File: src/rtl/core/sssr_pkg.sv
// Shared types, constants and helper functions of the strip clock renderer.
`default_nettype none

package sssr_pkg;

    localparam int LEDS_PER_SEGMENT = 2;
    localparam int DIGIT_LEDS       = 7 * LEDS_PER_SEGMENT;
    localparam int SEP_LEDS         = 2 + LEDS_PER_SEGMENT;
    localparam int STRIP_LEDS       = 4 * DIGIT_LEDS + SEP_LEDS;
    localparam int SEP_START        = 2 * DIGIT_LEDS;
    localparam int IDX_W            = 6;

    localparam int CMDQ_DEPTH = 2;
    localparam int CMDQ_AW    = $clog2(CMDQ_DEPTH);
    localparam int CMDQ_CW    = $clog2(CMDQ_DEPTH + 1);
    localparam int OUTQ_DEPTH = 4;
    localparam int OUTQ_AW    = $clog2(OUTQ_DEPTH);
    localparam int OUTQ_CW    = $clog2(OUTQ_DEPTH + 1);

    localparam logic CMD_TIME  = 1'b0;
    localparam logic CMD_FRAME = 1'b1;

    localparam logic [2:0] REG_COLOR_RED      = 3'd0;
    localparam logic [2:0] REG_COLOR_GREEN    = 3'd1;
    localparam logic [2:0] REG_COLOR_BLUE     = 3'd2;
    localparam logic [2:0] REG_FADE_TIME_MS   = 3'd3;
    localparam logic [2:0] REG_SEPARATOR_KIND = 3'd4;

    localparam logic [2:0] SEP_APOSTROPHE = 3'd0;
    localparam logic [2:0] SEP_DASH       = 3'd1;
    localparam logic [2:0] SEP_DOT        = 3'd2;
    localparam logic [2:0] SEP_COLON      = 3'd3;

    localparam logic [7:0] LEVEL_FULL = 8'd255;

    typedef struct packed {
        logic [7:0]  color_red;
        logic [7:0]  color_green;
        logic [7:0]  color_blue;
        logic [15:0] fade_time_ms;
        logic [2:0]  separator_kind;
    } cfg_t;

    localparam cfg_t CFG_RESET = '{
        color_red:      8'd0,
        color_green:    8'd128,
        color_blue:     8'd0,
        fade_time_ms:   16'd300,
        separator_kind: SEP_COLON
    };

    typedef struct packed {
        logic        is_frame;
        logic [4:0]  hour;
        logic [5:0]  minute;
        logic [31:0] now_ms;
    } op_t;

    typedef struct packed {
        logic [IDX_W-1:0] led_index;
        logic [7:0]       red;
        logic [7:0]       green;
        logic [7:0]       blue;
        logic             last;
    } pixel_t;

    typedef logic [STRIP_LEDS-1:0] pattern_t;

    function automatic logic [6:0] seg_code(logic [3:0] d);
        logic [6:0] code;
        unique case (d)
            4'd0:    code = 7'h7e;
            4'd1:    code = 7'h18;
            4'd2:    code = 7'h37;
            4'd3:    code = 7'h3d;
            4'd4:    code = 7'h59;
            4'd5:    code = 7'h6d;
            4'd6:    code = 7'h6f;
            4'd7:    code = 7'h38;
            4'd8:    code = 7'h7f;
            4'd9:    code = 7'h7d;
            default: code = 7'h00;
        endcase
        return code;
    endfunction

    function automatic logic [3:0] tens_of(logic [5:0] v);
        logic [3:0] t;
        priority if (v >= 6'd60) t = 4'd6;
        else if (v >= 6'd50)     t = 4'd5;
        else if (v >= 6'd40)     t = 4'd4;
        else if (v >= 6'd30)     t = 4'd3;
        else if (v >= 6'd20)     t = 4'd2;
        else if (v >= 6'd10)     t = 4'd1;
        else                     t = 4'd0;
        return t;
    endfunction

    function automatic logic [3:0] ones_of(logic [5:0] v);
        logic [5:0] t10;
        logic [5:0] r;
        t10 = 6'(tens_of(v)) * 6'd10;
        r   = v - t10;
        return r[3:0];
    endfunction

    function automatic pattern_t render(logic [4:0] hour, logic [5:0] minute,
                                        logic [2:0] sep);
        pattern_t   pat;
        logic [3:0] d [4];
        logic [6:0] bits;
        int         base;
        pat  = '0;
        d[0] = tens_of({1'b0, hour});
        d[1] = ones_of({1'b0, hour});
        d[2] = tens_of(minute);
        d[3] = ones_of(minute);
        for (int dg = 0; dg < 4; dg++) begin
            base = dg * DIGIT_LEDS + ((dg >= 2) ? SEP_LEDS : 0);
            bits = seg_code(d[dg]);
            for (int s = 0; s < 7; s++) begin
                for (int k = 0; k < LEDS_PER_SEGMENT; k++) begin
                    pat[base + s * LEDS_PER_SEGMENT + k] = bits[6 - s];
                end
            end
        end
        unique case (sep)
            SEP_APOSTROPHE: pat[SEP_START] = 1'b1;
            SEP_DASH:
            begin
                pat[SEP_START + 1] = 1'b1;
                pat[SEP_START + 2] = 1'b1;
            end
            SEP_DOT:        pat[SEP_START + SEP_LEDS - 1] = 1'b1;
            SEP_COLON:
            begin
                pat[SEP_START] = 1'b1;
                pat[SEP_START + SEP_LEDS - 1] = 1'b1;
            end
            default: ;
        endcase
        return pat;
    endfunction

    // floor(x / 255), exact for every product of two 8-bit values
    function automatic logic [7:0] div255(logic [15:0] x);
        logic [15:0] x1;
        logic [15:0] y;
        x1 = x + 16'd1;
        y  = x1 + (x1 >> 8);
        return y[15:8];
    endfunction

endpackage

`default_nettype wire

File: src/rtl/core/seven_segment_strip_clock_renderer.sv
// Top level of the seven-segment strip clock renderer.
//
//   channel   handshake               payload
//   input     push / full             cmd, hour, minute, now_ms
//   result    empty / pop             led_index, red, green, blue, last
//   config    cfg_valid / cfg_ready   cfg_index, cfg_data
//
// A time request is applied in the dispatch state alone. A frame request runs one
// dispatch, eight divider steps for the fade progress while a fade is partway, one LED
// per cycle over 60 LEDs while a result credit is free, and one commit step.
// The LED walk is paced by credits on the four-entry result queue.
// Reset is immediate; no clearing pass. cfg_ready is always high.
`default_nettype none

module seven_segment_strip_clock_renderer (
    input  wire logic           clk,
    input  wire logic           rst_n,
    input  wire logic           push,
    output logic                full,
    input  wire logic           cmd,
    input  wire logic [4:0]     hour,
    input  wire logic [5:0]     minute,
    input  wire logic [31:0]    now_ms,
    output logic                empty,
    input  wire logic           pop,
    output logic [5:0]          led_index,
    output logic [7:0]          red,
    output logic [7:0]          green,
    output logic [7:0]          blue,
    output logic                last,
    input  wire logic           cfg_valid,
    output logic                cfg_ready,
    input  wire logic [2:0]     cfg_index,
    input  wire logic [15:0]    cfg_data
);

    sssr_pkg::cfg_t                     cfg_reg, cfg_next;
    logic                               q_full;
    logic                               q_push;
    sssr_pkg::op_t                      q_din;
    logic                               q_pop;
    sssr_pkg::op_t                      q_dout;
    logic                               q_empty;
    logic [sssr_pkg::OUTQ_CW-1:0]       oq_count;
    logic                               oq_push;
    sssr_pkg::pixel_t                   oq_din;
    sssr_pkg::pixel_t                   oq_dout;

    assign cfg_ready = 1'b1;

    always_comb
    begin
        cfg_next = cfg_reg;
        if (cfg_valid && cfg_ready) begin
            unique case (cfg_index)
                sssr_pkg::REG_COLOR_RED:      cfg_next.color_red      = cfg_data[7:0];
                sssr_pkg::REG_COLOR_GREEN:    cfg_next.color_green    = cfg_data[7:0];
                sssr_pkg::REG_COLOR_BLUE:     cfg_next.color_blue     = cfg_data[7:0];
                sssr_pkg::REG_FADE_TIME_MS:   cfg_next.fade_time_ms   = cfg_data;
                sssr_pkg::REG_SEPARATOR_KIND: cfg_next.separator_kind = cfg_data[2:0];
                default: ;
            endcase
        end
    end

    always_ff @(posedge clk or negedge rst_n)
    begin
        if (!rst_n) begin
            cfg_reg <= sssr_pkg::CFG_RESET;
        end else begin
            cfg_reg <= cfg_next;
        end
    end

    sssr_front u_front (
        .clk    (clk),
        .rst_n  (rst_n),
        .push   (push),
        .cmd    (cmd),
        .hour   (hour),
        .minute (minute),
        .now_ms (now_ms),
        .full   (full),
        .q_full (q_full),
        .q_push (q_push),
        .q_data (q_din)
    );

    sssr_cmdq u_cmdq (
        .clk   (clk),
        .rst_n (rst_n),
        .push  (q_push),
        .din   (q_din),
        .full  (q_full),
        .pop   (q_pop),
        .dout  (q_dout),
        .empty (q_empty)
    );

    sssr_back u_back (
        .clk      (clk),
        .rst_n    (rst_n),
        .cfg      (cfg_reg),
        .q_empty  (q_empty),
        .q_data   (q_dout),
        .q_pop    (q_pop),
        .oq_count (oq_count),
        .oq_push  (oq_push),
        .oq_data  (oq_din)
    );

    sssr_outq u_outq (
        .clk   (clk),
        .rst_n (rst_n),
        .push  (oq_push),
        .din   (oq_din),
        .count (oq_count),
        .pop   (pop),
        .dout  (oq_dout),
        .empty (empty)
    );

    assign led_index = oq_dout.led_index;
    assign red       = oq_dout.red;
    assign green     = oq_dout.green;
    assign blue      = oq_dout.blue;
    assign last      = oq_dout.last;

endmodule

`default_nettype wire

File: src/rtl/core/sssr_front.sv
// Input side: accepts requests and drops time requests that change nothing.
`default_nettype none

module sssr_front (
    input  wire logic           clk,
    input  wire logic           rst_n,
    input  wire logic           push,
    input  wire logic           cmd,
    input  wire logic [4:0]     hour,
    input  wire logic [5:0]     minute,
    input  wire logic [31:0]    now_ms,
    output logic                full,
    input  wire logic           q_full,
    output logic                q_push,
    output sssr_pkg::op_t       q_data
);

    logic [7:0] last_hour_reg, last_hour_next;
    logic [7:0] last_minute_reg, last_minute_next;
    logic       accept;
    logic       is_frame;
    logic       changed;

    assign full     = q_full;
    assign accept   = push && !q_full;
    assign is_frame = (cmd == sssr_pkg::CMD_FRAME);
    assign changed  = ({3'b0, hour} != last_hour_reg) || ({2'b0, minute} != last_minute_reg);

    always_comb
    begin
        last_hour_next   = last_hour_reg;
        last_minute_next = last_minute_reg;
        q_push           = 1'b0;
        if (accept) begin
            if (is_frame) begin
                q_push = 1'b1;
            end else if (changed) begin
                q_push           = 1'b1;
                last_hour_next   = {3'b0, hour};
                last_minute_next = {2'b0, minute};
            end
        end
    end

    assign q_data = '{is_frame: is_frame, hour: hour, minute: minute, now_ms: now_ms};

    always_ff @(posedge clk or negedge rst_n)
    begin
        if (!rst_n) begin
            last_hour_reg   <= 8'hff;
            last_minute_reg <= 8'hff;
        end else begin
            last_hour_reg   <= last_hour_next;
            last_minute_reg <= last_minute_next;
        end
    end

endmodule

`default_nettype wire

File: src/rtl/core/sssr_cmdq.sv
// Short request queue between the input side and the renderer engine.
`default_nettype none

module sssr_cmdq (
    input  wire logic           clk,
    input  wire logic           rst_n,
    input  wire logic           push,
    input  wire sssr_pkg::op_t  din,
    output logic                full,
    input  wire logic           pop,
    output sssr_pkg::op_t       dout,
    output logic                empty
);

    sssr_pkg::op_t                   mem_reg [sssr_pkg::CMDQ_DEPTH];
    logic [sssr_pkg::CMDQ_AW-1:0]    wr_reg, wr_next;
    logic [sssr_pkg::CMDQ_AW-1:0]    rd_reg, rd_next;
    logic [sssr_pkg::CMDQ_CW-1:0]    cnt_reg, cnt_next;
    logic                            do_push;
    logic                            do_pop;

    assign full    = (cnt_reg == sssr_pkg::CMDQ_CW'(sssr_pkg::CMDQ_DEPTH));
    assign empty   = (cnt_reg == '0);
    assign do_push = push && !full;
    assign do_pop  = pop && !empty;
    assign dout    = mem_reg[rd_reg];

    always_comb
    begin
        wr_next  = do_push ? wr_reg + 1'b1 : wr_reg;
        rd_next  = do_pop ? rd_reg + 1'b1 : rd_reg;
        cnt_next = cnt_reg + sssr_pkg::CMDQ_CW'(do_push) - sssr_pkg::CMDQ_CW'(do_pop);
    end

    always_ff @(posedge clk)
    begin
        if (do_push) begin
            mem_reg[wr_reg] <= din;
        end
    end

    always_ff @(posedge clk or negedge rst_n)
    begin
        if (!rst_n) begin
            wr_reg  <= '0;
            rd_reg  <= '0;
            cnt_reg <= '0;
        end else begin
            wr_reg  <= wr_next;
            rd_reg  <= rd_next;
            cnt_reg <= cnt_next;
        end
    end

endmodule

`default_nettype wire

File: src/rtl/core/sssr_outq.sv
// Result queue holding finished pixels until the consumer pops them.
`default_nettype none

module sssr_outq (
    input  wire logic                           clk,
    input  wire logic                           rst_n,
    input  wire logic                           push,
    input  wire sssr_pkg::pixel_t               din,
    output logic [sssr_pkg::OUTQ_CW-1:0]        count,
    input  wire logic                           pop,
    output sssr_pkg::pixel_t                    dout,
    output logic                                empty
);

    sssr_pkg::pixel_t                mem_reg [sssr_pkg::OUTQ_DEPTH];
    logic [sssr_pkg::OUTQ_AW-1:0]    wr_reg, wr_next;
    logic [sssr_pkg::OUTQ_AW-1:0]    rd_reg, rd_next;
    logic [sssr_pkg::OUTQ_CW-1:0]    cnt_reg, cnt_next;
    logic                            do_push;
    logic                            do_pop;

    assign count   = cnt_reg;
    assign empty   = (cnt_reg == '0);
    // the engine only pushes when it holds a credit
    assign do_push = push && (cnt_reg != sssr_pkg::OUTQ_CW'(sssr_pkg::OUTQ_DEPTH));
    assign do_pop  = pop && !empty;
    assign dout    = mem_reg[rd_reg];

    always_comb
    begin
        wr_next  = do_push ? wr_reg + 1'b1 : wr_reg;
        rd_next  = do_pop ? rd_reg + 1'b1 : rd_reg;
        cnt_next = cnt_reg + sssr_pkg::OUTQ_CW'(do_push) - sssr_pkg::OUTQ_CW'(do_pop);
    end

    always_ff @(posedge clk)
    begin
        if (do_push) begin
            mem_reg[wr_reg] <= din;
        end
    end

    always_ff @(posedge clk or negedge rst_n)
    begin
        if (!rst_n) begin
            wr_reg  <= '0;
            rd_reg  <= '0;
            cnt_reg <= '0;
        end else begin
            wr_reg  <= wr_next;
            rd_reg  <= rd_next;
            cnt_reg <= cnt_next;
        end
    end

endmodule

`default_nettype wire

File: src/rtl/core/sssr_back.sv
// Renderer engine: applies time requests, runs the fade divider, emits pixels.
`default_nettype none

module sssr_back (
    input  wire logic                       clk,
    input  wire logic                       rst_n,
    input  wire sssr_pkg::cfg_t             cfg,
    input  wire logic                       q_empty,
    input  wire sssr_pkg::op_t              q_data,
    output logic                            q_pop,
    input  wire logic [sssr_pkg::OUTQ_CW-1:0] oq_count,
    output logic                            oq_push,
    output sssr_pkg::pixel_t                oq_data
);

    typedef enum logic [3:0] {
        ST_IDLE   = 4'b0001,
        ST_DIVIDE = 4'b0010,
        ST_EMIT   = 4'b0100,
        ST_FINISH = 4'b1000
    } state_t;

    localparam int N = sssr_pkg::STRIP_LEDS;

    state_t                         state_reg, state_next;
    sssr_pkg::pattern_t             shown_reg, shown_next;
    sssr_pkg::pattern_t             target_reg, target_next;
    sssr_pkg::pattern_t             from_reg, from_next;
    logic                           fading_reg, fading_next;
    logic [31:0]                    start_reg, start_next;
    logic [7:0]                     prog_reg, prog_next;
    logic [23:0]                    rem_reg, rem_next;
    logic [22:0]                    dsh_reg, dsh_next;
    logic [2:0]                     step_reg, step_next;
    logic [sssr_pkg::IDX_W-1:0]     pix_reg, pix_next;
    logic                           p1_valid_reg;
    logic [sssr_pkg::IDX_W-1:0]     p1_idx_reg;
    logic                           p1_last_reg;
    logic [15:0]                    p1_r_reg, p1_g_reg, p1_b_reg;

    logic [31:0]                    elapsed;
    logic                           fade_on;
    logic                           late;
    logic                           ge;
    logic                           credit;
    logic                           issue;
    logic [7:0]                     lvl;
    sssr_pkg::pattern_t             rendered;

    assign elapsed  = q_data.now_ms - start_reg;
    assign fade_on  = fading_reg && (cfg.fade_time_ms != 16'd0);
    assign late     = (elapsed >= {16'd0, cfg.fade_time_ms});
    assign ge       = (rem_reg >= {1'b0, dsh_reg});
    assign credit   = (4'(oq_count) + 4'(p1_valid_reg)) < 4'(sssr_pkg::OUTQ_DEPTH);
    assign issue    = (state_reg == ST_EMIT) && credit;
    assign rendered = sssr_pkg::render(q_data.hour, q_data.minute, cfg.separator_kind);

    // on/off blend reduces to a choice between full, zero, progress and its complement
    always_comb
    begin
        if (fading_reg) begin
            priority if (from_reg[0] && target_reg[0]) lvl = sssr_pkg::LEVEL_FULL;
            else if (from_reg[0])                      lvl = ~prog_reg;
            else if (target_reg[0])                    lvl = prog_reg;
            else                                       lvl = 8'd0;
        end else begin
            lvl = shown_reg[0] ? sssr_pkg::LEVEL_FULL : 8'd0;
        end
    end

    always_comb
    begin
        state_next  = state_reg;
        shown_next  = shown_reg;
        target_next = target_reg;
        from_next   = from_reg;
        fading_next = fading_reg;
        start_next  = start_reg;
        prog_next   = prog_reg;
        rem_next    = rem_reg;
        dsh_next    = dsh_reg;
        step_next   = step_reg;
        pix_next    = pix_reg;
        q_pop       = 1'b0;
        unique case (state_reg)
            ST_IDLE:
            begin
                if (!q_empty) begin
                    q_pop = 1'b1;
                    if (!q_data.is_frame) begin
                        // commit a running fade, then fade from what is shown
                        from_next   = fading_reg ? target_reg : shown_reg;
                        shown_next  = fading_reg ? target_reg : shown_reg;
                        target_next = rendered;
                        start_next  = q_data.now_ms;
                        fading_next = (cfg.fade_time_ms != 16'd0);
                        if (cfg.fade_time_ms == 16'd0) begin
                            shown_next = rendered;
                        end
                    end else begin
                        pix_next = '0;
                        if (fade_on && !late) begin
                            rem_next   = {elapsed[15:0], 8'd0} - {8'd0, elapsed[15:0]};
                            dsh_next   = {cfg.fade_time_ms, 7'd0};
                            step_next  = '1;
                            state_next = ST_DIVIDE;
                        end else begin
                            prog_next  = sssr_pkg::LEVEL_FULL;
                            state_next = ST_EMIT;
                        end
                    end
                end
            end
            ST_DIVIDE:
            begin
                if (ge) begin
                    rem_next = rem_reg - {1'b0, dsh_reg};
                end
                prog_next = {prog_reg[6:0], ge};
                dsh_next  = dsh_reg >> 1;
                step_next = step_reg - 3'd1;
                if (step_reg == 3'd0) begin
                    state_next = ST_EMIT;
                end
            end
            ST_EMIT:
            begin
                if (issue) begin
                    // rotate so the next LED sits at bit zero; a full pass restores order
                    shown_next  = {shown_reg[0], shown_reg[N-1:1]};
                    target_next = {target_reg[0], target_reg[N-1:1]};
                    from_next   = {from_reg[0], from_reg[N-1:1]};
                    if (pix_reg == sssr_pkg::IDX_W'(N - 1)) begin
                        state_next = ST_FINISH;
                    end else begin
                        pix_next = pix_reg + 1'b1;
                    end
                end
            end
            ST_FINISH:
            begin
                if (fading_reg && (prog_reg == sssr_pkg::LEVEL_FULL)) begin
                    shown_next  = target_reg;
                    fading_next = 1'b0;
                end
                state_next = ST_IDLE;
            end
            default: state_next = ST_IDLE;
        endcase
    end

    always_ff @(posedge clk)
    begin
        prog_reg <= prog_next;
        rem_reg  <= rem_next;
        dsh_reg  <= dsh_next;
        step_reg <= step_next;
        if (issue) begin
            p1_idx_reg  <= pix_reg;
            p1_last_reg <= (pix_reg == sssr_pkg::IDX_W'(N - 1));
            p1_r_reg    <= 16'(cfg.color_red) * 16'(lvl);
            p1_g_reg    <= 16'(cfg.color_green) * 16'(lvl);
            p1_b_reg    <= 16'(cfg.color_blue) * 16'(lvl);
        end
    end

    always_ff @(posedge clk or negedge rst_n)
    begin
        if (!rst_n) begin
            state_reg    <= ST_IDLE;
            shown_reg    <= '0;
            target_reg   <= '0;
            from_reg     <= '0;
            fading_reg   <= 1'b0;
            start_reg    <= '0;
            pix_reg      <= '0;
            p1_valid_reg <= 1'b0;
        end else begin
            state_reg    <= state_next;
            shown_reg    <= shown_next;
            target_reg   <= target_next;
            from_reg     <= from_next;
            fading_reg   <= fading_next;
            start_reg    <= start_next;
            pix_reg      <= pix_next;
            p1_valid_reg <= issue;
        end
    end

    assign oq_push = p1_valid_reg;
    assign oq_data = '{
        led_index: p1_idx_reg,
        red:       sssr_pkg::div255(p1_r_reg),
        green:     sssr_pkg::div255(p1_g_reg),
        blue:      sssr_pkg::div255(p1_b_reg),
        last:      p1_last_reg
    };

endmodule

`default_nettype wire

File: config.mk
export PLATFORM = sky130hd
export DESIGN_NAME = seven_segment_strip_clock_renderer
export DESIGN_NICKNAME = d
export VERILOG_FILES = /design/src/rtl/core/sssr_pkg.sv /design/src/rtl/core/seven_segment_strip_clock_renderer.sv /design/src/rtl/core/sssr_front.sv /design/src/rtl/core/sssr_cmdq.sv /design/src/rtl/core/sssr_outq.sv /design/src/rtl/core/sssr_back.sv
export SDC_FILE = /design/constraint.sdc
export NUM_CORES = 2
export LEC_CHECK = 0
export ABC_AREA = 1
export BUFFER_PORTS_ARGS = -buffer_cell sky130_fd_sc_hd__buf_2
export CORE_AREA = 4 4 371 373
export DETAILED_ROUTE_END_ITERATION = 10
export DIE_AREA = 0 0 375 377
export PLACE_DENSITY = 0.48
export SETUP_SLACK_MARGIN = 0.15
export SYNTH_ARGS = -nofsm -noshare
export SYNTH_HDL_FRONTEND = slang
export SYNTH_SLANG_ARGS = --single-unit
File: constraint.sdc
create_clock -name clk -period 15.9 [get_ports clk]
set_input_delay 2.385 -clock clk [delete_from_list [all_inputs] [get_ports clk]]
set_output_delay 2.385 -clock clk [all_outputs]
set_load 0.1 [all_outputs]
==> summary.md <==
| Metric | Value |
|---|---|
| Top_reg_cell synth | edfxtp_1 |
| CTS max path bufs | 3 |
| Grt total ovfl | 0 |
| Crit path max fanout | 38 |
| Clk Latency, worst-skew pair | 0.66 ns |
| EDFF count, synth | 325 |
| Hold Buf Count CTS | 0 |
| Max FFs per register | 124 |
| Final max-slew violation count | 0 |
| Count of state elements after synthesis | 615 |
| Post-Synthesis Cells | 4848 |
| Clock Sinks | 615 |
| Num rows | 135 |
| WL final | 103 mm |
| Synth Cell Area | 40100 µm² |
| Fin crit share | 37.2% |
| Setup-failing EPs final | 0 |
| CTS root buf | clkbuf_16 |
| DR iter-0 viols | 1949 |
| Top sig layer | met5 |
| DR WL met2 | 46.1 mm |
| Synthesis-to-finish area growth | 12.0% |
| Critical path start-end classification | reg -> reg |
| Top cells by area, synth | edfxtp_1 (24%), dfrtp_1 (17%), nand2_1 (10%) |
| CTS tree | built |
| Clk_skew | 0.0278 ns |
| Filler instances | 14200 |
| Status | finished, final reports clean |
| Final net count | 5303 |
| Cell variety after synth | 67 |
| Ys async rst share | 47.2% |
| Syn. warnings | 0 |
| Tightest Pin Transition | 1.11 ns |
| DR vias | 31700 |
| Maximum Capacitance Violations | 0 |
| Post-DP HPWL | 72.4 mm |
| Post-synth top area cell | edfxtp_1 |
| Most frequent cell after synthesis | nand2_1 |
| Post-CTS setup buffer count | 0 |
| Total CTS buffers | 73 |
| Critical Path Start Type | flip-flop |
| Final number of hold-violating endpoints | 0 |
| Core Box Area | 135000 µm² |
| TNS Setup | 0 ns |
| WL per Instance | 15.3 µm |
| CP endpoint kind | flip-flop |
| H-tree depth | 3 |
| Die Ht | 377 µm |
| Tmin final | 5.91 ns |
| Post-DRT Antenna Nets | 0 |
| Post-synthesis sequential area ratio | 42.5% |
| First-pass GRT wire length | 169 mm |
| Total track usage | 14.6% |
| Unrepaired setup endpoints after global routing | no |
| Crit path required time | 16.29 ns |
| Max-Slew Margin vs Limit | 26.0% |
| Crit path DAT | 6.30 ns |
| 1st-pass router iterations | 5 |
| Most instantiated cells after synthesis | nand2_1 (1109), inv_1 (744), nor2_1 (426) |
| DRC viols | 0 |
| Vias in the first global route | 31700 |
| Avg Vias per Cell | 4.71 |
| WL met3 | 5.06 mm |
| Syn Nets | 5270 |
| Die ar. | 141000 µm² |
| Die X | 375 µm |
| Clock transition at path regs | 0.06 ns |
| RePlAce Congestion | 0.861 |
| Initial antenna violation count | 3 |
| Port bufs | 100 |
| Top cell type's share of synthesized area | 24.3% |
| DRT met1 WL | 49.3 mm |
| Largest net degree at the start of global routing | 150 |
| Starting Density | 29.8% |
| Hold WC Path Type | reg -> reg |
| Ant. Diodes | 0 |
| Resize count post-CTS | 0 |
| Boundary pin count | 102 |
| Maximum clock rate | 169 MHz |
| Syn Area/Cell | 8.27 µm² |
| Layout cell share with drive strength beyond 1 | 7.33% |
-- worst max-delay path, cell delays in order (launching register included) --
cell and delay (ns):
dfrtp_2 0.39, inv_1 0.05, buf_4 0.34, nand2_1 0.27
nand2_1 0.45, inv_1 0.33, nor2_1 0.22, fa_1 0.44
inv_1 0.09, fa_1 0.42, fa_1 0.52, fa_1 0.55
inv_1 0.04, ha_1 0.33, nand2_1 0.08, o21ai_0 0.15
nor2_1 0.08, o21ai_0 0.27, a21oi_1 0.11, nor2_1 0.10
nor2_1 0.06, o21bai_1 0.12, a21oi_1 0.09, xor2_1 0.14
-- layout make-up --
class	instances	area (µm²)	share of cell area, %
clock inverter	36	317	0.705
clock buffer	96	2060	4.59
multi-input combinational	3298	19600	43.7
timing repair buffer	135	798	1.78
sequential	615	17000	38.0
inverter	758	2850	6.34
tap	1781	2230	4.96
-- metrics by stage --
stage / setup WS (ns) / cells / util (%) / cell area, µm² / hold WS (ns)
after global routing: 9.47 / 6719 / 33.3 / 44900 / 0.491
after global placement: 10.06 / 6587 / 31.6 / 42500 / 0.466
after floorplan: 10.20 / 4848 / - / 40100 / 0.447
after CTS: 9.97 / 6719 / 33.3 / 44900 / 0.480
final: 9.99 / 6719 / 33.3 / 44900 / 0.480
after detailed placement: 9.97 / 6587 / 31.6 / 42500 / 0.464
-- per-layer routing --
metal  global-route usage [%]  up-vias
met2                     23.8      566
met3                     3.18      132
met5                        0        -
li1                         -    16000
met4                     3.50        2
met1                     19.8    15000
-- worst paths after layout --
path	cells after the start	slack (ns)	endpoint	startpoint
max in group asynchronous	2	12.74	u_cmdq.rd_reg	rst_n
min in group asynchronous	1	1.74	u_outq.rd_reg[1]	rst_n
setup reg to reg	23	9.99	u_back.p1_b_reg[15]	u_back.fading_reg
hold reg to reg	0	0.48	u_back.p1_idx_reg[5]	u_back.pix_reg[5]
setup / recovery	23	9.99	u_back.p1_b_reg[15]	u_back.fading_reg
hold / removal	0	0.48	u_back.p1_idx_reg[5]	u_back.pix_reg[5]
-- placed cells by master, fill, tap and decap left out, types with 11 or more instances in the layout --
cell type  instances
nand2_1         1108
inv_1            743
o21ai_0          421
nor2_1           417
edfxtp_1         325
dfrtp_1          267
a21oi_1          265
ha_1             241
nand3_1          142
fa_1             113
buf_2             99
o22ai_1           80
xor2_1            78
clkbuf_16         77
o211ai_1          65
nand4_1           46
a22oi_1           45
buf_4             33
xnor2_1           26
nor3_1            25
a211oi_1          23
o21ai_1           20
dfstp_2           20
a221oi_1          18
clkinv_2          16
or2_2             15
clkbuf_1          13
clkinv_1          12
inv_2             11
nand2_2           11
-- cells by family after synthesis --
kind of cell / count (synthesis) / synth area share, %
flip-flops: 615 / 42.5
XOR/XNOR: 104 / 2.27
other: 1 / 0.00935
buffers and inverters: 935 / 8.86
AO/OA/AOI/OAI: 1012 / 14.4
multiplexers: 6 / 0.165
AND/OR/NAND/NOR: 1821 / 18.6
adder cells (fa/ha/maj): 354 / 13.2
Power is left out: the tool's default activity adds up to more than one toggle a clock period on the data nets, which glitch-free logic cannot reach.
